### src/rtl/session_table_with_aging_assert.svh
// Assertion macros for the session table.
`ifndef SESSION_TABLE_WITH_AGING_ASSERT_SVH
`define SESSION_TABLE_WITH_AGING_ASSERT_SVH
`ifndef SYNTH
`define STA_ASSERT_IMPL(label, clk, rst_n, ante, cons) \
    label: assert property (@(posedge clk) disable iff (!rst_n) (ante) |-> (cons)) \
        else $error("assertion failed");
`define STA_ASSERT_NEXT(label, clk, rst_n, ante, cons) \
    label: assert property (@(posedge clk) disable iff (!rst_n) (ante) |=> (cons)) \
        else $error("assertion failed");
`else
`define STA_ASSERT_IMPL(label, clk, rst_n, ante, cons)
`define STA_ASSERT_NEXT(label, clk, rst_n, ante, cons)
`endif
`endif

### src/rtl/sta_pkg.sv
// Package with types and constants of the session table.
`default_nettype none
package sta_pkg;
    localparam int TableDepth = 32;
    localparam int SlotW = $clog2(TableDepth);
    localparam int SubW = 50;
    localparam int AgeW = 16;
    localparam int NumBlack = 6;

    typedef logic [SubW-1:0] sub_t;
    typedef logic [AgeW-1:0] age_t;
    typedef logic [SlotW-1:0] slot_t;

    typedef enum logic [1:0] {OP_CREATE, OP_QUERY, OP_TICK, OP_SHUTDOWN} op_t;
    typedef enum logic [2:0] {
        ST_CREATED, ST_BLACKLISTED, ST_EXISTS, ST_FULL,
        ST_ACTIVE, ST_INACTIVE, ST_EXPIRED, ST_SHUTDOWN
    } status_t;
    typedef enum logic [1:0] {S_IDLE, S_SCAN, S_OUT} state_t;

    typedef enum logic [2:0] {
        REG_TIMEOUT, REG_BCOUNT, REG_BL0, REG_BL1, REG_BL2, REG_BL3, REG_BL4, REG_BL5
    } reg_idx_t;

    // Control handed to every cell in one cycle.
    typedef struct packed {
        logic  lookup;   // lookup flag, unused: cells always compare key against held entry
        logic  write;    // write key into the selected cell
        slot_t wslot;
        logic  age;      // age all valid entries this cycle
        logic  kill;     // clear the selected cell
        slot_t kslot;
        age_t  timeout;
    } cell_ctl_t;
endpackage
`default_nettype wire

### src/rtl/sta_cell.sv
// One table slot: holds a subscriber and its age, compares and ages.
`default_nettype none
module sta_cell
    import sta_pkg::*;
(
    input  wire logic      clk,
    input  wire logic      rst_n,
    input  wire slot_t     idx,
    input  wire cell_ctl_t ctl,
    input  wire sub_t      key,
    output logic           valid,
    output logic           hit,
    output logic           expire,
    output sub_t           sub
);
    logic valid_reg;
    sub_t sub_reg;
    age_t age_reg;
    age_t age_inc;

    assign valid = valid_reg;
    assign sub = sub_reg;
    assign hit = valid_reg && (sub_reg == key);
    assign age_inc = (age_reg == '1) ? age_reg : age_reg + age_t'(1);
    // Expiry flag is judged after aging, as seen in the following cycle.
    assign expire = valid_reg && (age_reg > ctl.timeout);

    always_ff @(posedge clk or negedge rst_n)
    begin
        if (!rst_n)
        begin
            valid_reg <= 1'b0;
        end
        else if (ctl.write && ctl.wslot == idx)
        begin
            valid_reg <= 1'b1;
        end
        else if (ctl.kill && ctl.kslot == idx)
        begin
            valid_reg <= 1'b0;
        end
    end

    always_ff @(posedge clk)
    begin
        if (ctl.write && ctl.wslot == idx)
        begin
            sub_reg <= key;
            age_reg <= '0;
        end
        else if (ctl.age && valid_reg)
        begin
            age_reg <= age_inc;
        end
    end
endmodule
`default_nettype wire

### config.mk
export PLATFORM = sky130hd
export DESIGN_NAME = sta_cell
export DESIGN_NICKNAME = d
export VERILOG_FILES = /design/src/rtl/session_table_with_aging_assert.svh /design/src/rtl/sta_pkg.sv /design/src/rtl/sta_cell.sv
export SDC_FILE = /design/constraint.sdc
export NUM_CORES = 1
export LEC_CHECK = 0
export BUFFER_PORTS_ARGS = -buffer_cell sky130_fd_sc_hd__buf_2
export CORE_UTILIZATION = 49
export DETAILED_ROUTE_END_ITERATION = 7
export MAX_ROUTING_LAYER = met4
export PLACE_DENSITY_LB_ADDON = 0.05
export SLEW_MARGIN = 20
export SYNTH_ARGS = -nofsm -noshare
export SYNTH_HDL_FRONTEND = slang
export SYNTH_SLANG_ARGS = --single-unit
### constraint.sdc
create_clock -name clk -period 2.38 [get_ports clk]
set_input_delay 0.357 -clock clk [delete_from_list [all_inputs] [get_ports clk]]
set_output_delay 0.357 -clock clk [all_outputs]
set_load 0.1 [all_outputs]
Word-level counts from Yosys, hierarchy flattened
Cells that the tools add are included.

cells by class
  add/subtract/negate cells = 1
  $lt $le $gt $ge = 1
  eq/ne operators = 4
  muxes and demuxes = 2
  bitwise gates (word level) = 1
  reduce and logical (&&, ||, !) cells = 7

operators by type and width
  operator                 number
  $eq A50 B50 Y1           1
  $add A16 B1 Y16 const B  1
  $eq A16 B16 Y1 const B   1
  $gt A16 B16 Y1           1
  $eq A5 B5 Y1             2
  $logic_and A1 B1 Y1      5
  $mux W1                  2
  $reduce_and A2 Y1        1
  $reduce_bool A2 Y1       1
  $not A1 Y1               1

word-level totals
  bits in registers = 67
  word-level logic and storage cells = 19

Longest topological paths before layout
  word-level depth = 4
  gate-level depth with buffers = 6
  mapped depth without buffers = 6

Worst setup path after synthesis
Ideal clock, no wire load.

  path kind = register to output
  start = register sub_reg[23] (netlist: sub[23])
  end = output port hit
  arrival time = 4.784 ns
  path slack = -2.761 ns
  stages on the path, launching flop included = 5
  cell sequence = edfxtp_1 -> nor2b_1 -> a2111o_1 -> or4_1 -> nor4_1

between the ends
  longest elaborated chain between the ends = 2

ends and longest elaborated chain
  element                 RTL line        source
  from (decl)             sta_cell.sv:17  sub_t sub_reg;
  from (signal assigned)  sta_cell.sv:48  sub_reg <= key;
  $eq A50 B50 Y1          sta_cell.sv:23  assign hit = valid_reg && (sub_reg == key);
  $logic_and A1 B1 Y1     sta_cell.sv:23
  to (decl)               sta_cell.sv:12  output logic hit,

No other way between the ends.

Worst setup path after layout
  start = register sub_reg[43] (netlist: sub[43])
  end = output port hit

The elaborated chain is that of the path after synthesis.

==> results.py <==
metrics = {
    "status": {
        "outcome": "finished with violations",
        "failed_checks": "negative setup slack",
    },
    "clock_network": {
        "clk_latency_ns": 0.34,
        "root_buffer": "clkbuf_8",
        "cts_sinks": 67,
        "cts_buffers": 9,
        "clockBufferDepth": 2,
        "cts_tree": "done",
        "htreeDepth": 3,
        "clkTransAtPathRegs_ns": 0.09,
    },
    "global_route": {
        "grt_pass1_vias": 2558,
        "grt_usage_pct": 21.1,
        "grt-ovfl-total": 0,
        "grt_max_degree": 39,
        "antenna_found_initial": 0,
        "grt_pass1_wl_um": 11700,
    },
    "finish": {
        "layout_commonest_cell": "buf_2",
        "fillers": 552,
        "antenna-diode-count": 0,
        "area_delta_synth_final_pct": 35.8,
        "layout-drive-gt1-share_pct": 40.7,
        "final_nets": 558,
        "largest_reg_flops": 50,
        "mostFrequentLayoutCells": "buf_2 (136), xor2_1 (51), edfxtp_1 (50)",
    },
    "sta": {
        "finalCritPeriodShare_pct": 107,
        "setup_tns_ns": -0.163,
        "setup_viol": 1,
        "max_freq_mhz": 393,
        "hold_viol": 0,
        "period_needed_ns": 2.54,
        "worst_slack_ns": -0.163,
        "slew_headroom_pct": 62.0,
        "grt_setup_unrepaired": "yes",
        "slew_viol_final": 0,
        "worst-slew-pin-transition_ns": 0.566,
        "fin_skew_ns": 0.00675,
    },
    "power": {
        "ir_drop_mv": 0.394,
        "p_per_area_nw_per_um2": 634,
        "swShare_pct": 29.8,
        "pwr-share-seq_pct": 45.3,
        "internal-power_uw": 2110,
        "p_sw_uw": 895,
        "combPwrFrac_pct": 19.6,
        "leakagePower_uw": 0.00200,
        "p_clk_share_pct": 35.1,
    },
    "route": {
        "first_pass_iters": 4,
        "drt_iter0_markers": 122,
        "wl_per_cell_um": 14.0,
        "via_per_inst": 5.15,
        "dr_total_vias": 2858,
        "drc": 0,
        "drtAntennaViolNets": 0,
        "drt_wl_total_um": 7760,
    },
    "yosys": {
        "ys_ff_latch": 67,
        "synth_area_leader_cell": "edfxtp_1",
        "synth_edf_count": 50,
        "synth_cells": 297,
        "synth.avg_cell_area_um2": 11.7,
        "synth_ff_type": "edfxtp_1",
        "synth_top_cell_area_share_pct": 43.0,
        "syn_area_um2": 3490,
        "ys_seq_area_share_pct": 52.9,
        "synth_fp_nets": 401,
        "synthDistinctLibCells": 42,
        "synthTopCellsByArea": "edfxtp_1 (43%), xor2_1 (13%), dfxtp_1 (9.2%), ha_1 (6.1%), a21oi_1 (2.9%)",
        "yosys_warnings": 0,
        "synthArstFlopShare_pct": 1.49,
    },
    "floorplan": {
        "fp.dieW_um": 86.4,
        "dieArea_um2": 7460,
        "core.rowCount": 30,
        "num_io_pins": 140,
        "die_h_um": 86.4,
        "core_area_um2": 6830,
        "start_util_pct": 51.1,
    },
    "placed_design": {
        "hpwl_um": 5980,
        "port_buffers": 138,
        "place.gp.congestion": 0.862,
        "pre_cts_slack_ns": 0.136,
    },
    "setup_path": {
        "crit_chain": "xor2_1 -> nor4_1 -> nand4_1 -> nor4_4 -> buf_12",
        "worst_path_max_delay_cell": "nor4_1",
        "required_ns": 2.02,
        "cp-start-kind": "register",
        "crit_path_max_incr_delay_ns": 0.43,
        "path_delay_family": "simple AND/OR/NAND/NOR gates",
        "end_kind": "primary output",
        "cp_max_fo": 2,
        "crit_type": "reg2out",
        "arrival_ns": 2.19,
        "crit_buf_inv": 1,
    },
    "job": {
        "maxCapViolCount": 0,
    },
    "worst_hold_path": {
        "hold_path_class": "in2reg",
    },
}
## final timing paths
check | startpoint | end | slack (ns) | depth (start not counted)
setup reg to reg | age_reg[0]$_SDFFE_PP0P_ | age_reg[14]$_SDFFE_PP0P_ | 0.54 | 5
min in group asynchronous | rst_n | valid$_DFFE_PN0P_ | 0.32 | 2
setup / recovery | sub[43]$_DFFE_PP_ | hit | -0.16 | 5
hold / removal | key[21] | sub[21]$_DFFE_PP_ | 0.19 | 1
max in group asynchronous | rst_n | valid$_DFFE_PN0P_ | 1.98 | 2
hold reg to reg | age_reg[10]$_SDFFE_PP0P_ | age_reg[10]$_SDFFE_PP0P_ | 0.51 | 2
## Yosys cell counts, types with 4 or more instances
cell type / n
a21oi_1: 20
dfxtp_1: 16
edfxtp_1: 50
ha_1: 17
inv_1: 20
nand2_1: 10
nand3_1: 11
nand4_1: 10
nor2_1: 5
nor2b_1: 7
nor3_1: 4
nor4_1: 13
o21ai_0: 9
o31ai_1: 7
or3_1: 8
or4_1: 5
xnor2_1: 4
xor2_1: 51
## final cells by class
type / instances / area, um^2 / area share, %
flip-flops and latches: 67 / 1860 / 39.3
inverters: 20 / 75.1 / 1.58
clock buffers: 9 / 124 / 2.61
repair buffers: 148 / 811 / 17.1
clock inverters: 7 / 98.8 / 2.09
well taps: 96 / 120 / 2.53
multi-input cells: 208 / 1650 / 34.8
## worst reg2reg max path: stages, from the launching register on
cell and delay [ns]:
dfxtp_1 0.41, ha_1 0.25, and3_1 0.22, nand3_1 0.21, or4_1 0.52, a21oi_1 0.15
## logic make-up after synthesis
family                   share of synthesized area [%]
AND/OR/NAND/NOR                                   14.9
XOR/XNOR                                          13.8
buffers and inverters                             2.44
adder cells (fa/ha/maj)                           6.10
flip-flops                                        52.9
AO/OA/AOI/OAI                                     9.79
## layer usage
metal,GRT usage (%),up-vias,part of all wire [%]
met4,6.97,0,0.57
met1,25.2,1304,44
li1,-,1436,-
met5,-,-,0
met3,5.14,7,6.3
met2,35.2,111,49
## stage by stage
step | std cells | total power [uW] | hold slack, ns | cell area, um^2 | util (%)
finish | 555 | 3000 | 0.195 | 4740 | 69.4
global route | 555 | 3130 | 0.177 | 4740 | 69.4
CTS | 554 | 3030 | 0.178 | 4670 | 68.4
detailed placement | 535 | 1970 | 0.137 | 4410 | 64.6
global placement | 535 | 1950 | 0.132 | 4410 | 64.6
floorplan | 297 | 1780 | 0.0614 | 3520 | -
## power groups by stage
| stage | Sequential (uW) | Clock (uW) | Combinational (uW) |
|---|---|---|---|
| floorplan | 1560 | 0 | 215 |
| global placement | 1390 | 0 | 567 |
| detailed placement | 1390 | 0 | 578 |
| CTS | 1360 | 1080 | 589 |
| global route | 1370 | 1120 | 642 |
| finish | 1360 | 1050 | 589 |
## timing repair
action / CTS / global route
hold buffers: 1 / 0
hold endpoints to repair: 1 / 0
resized for setup: 3 / 15
pin swaps: 2 / 4
setup endpoints to repair: 2 / 2
setup buffers: 2 / 1
Power figures use the tool's default switching activity.
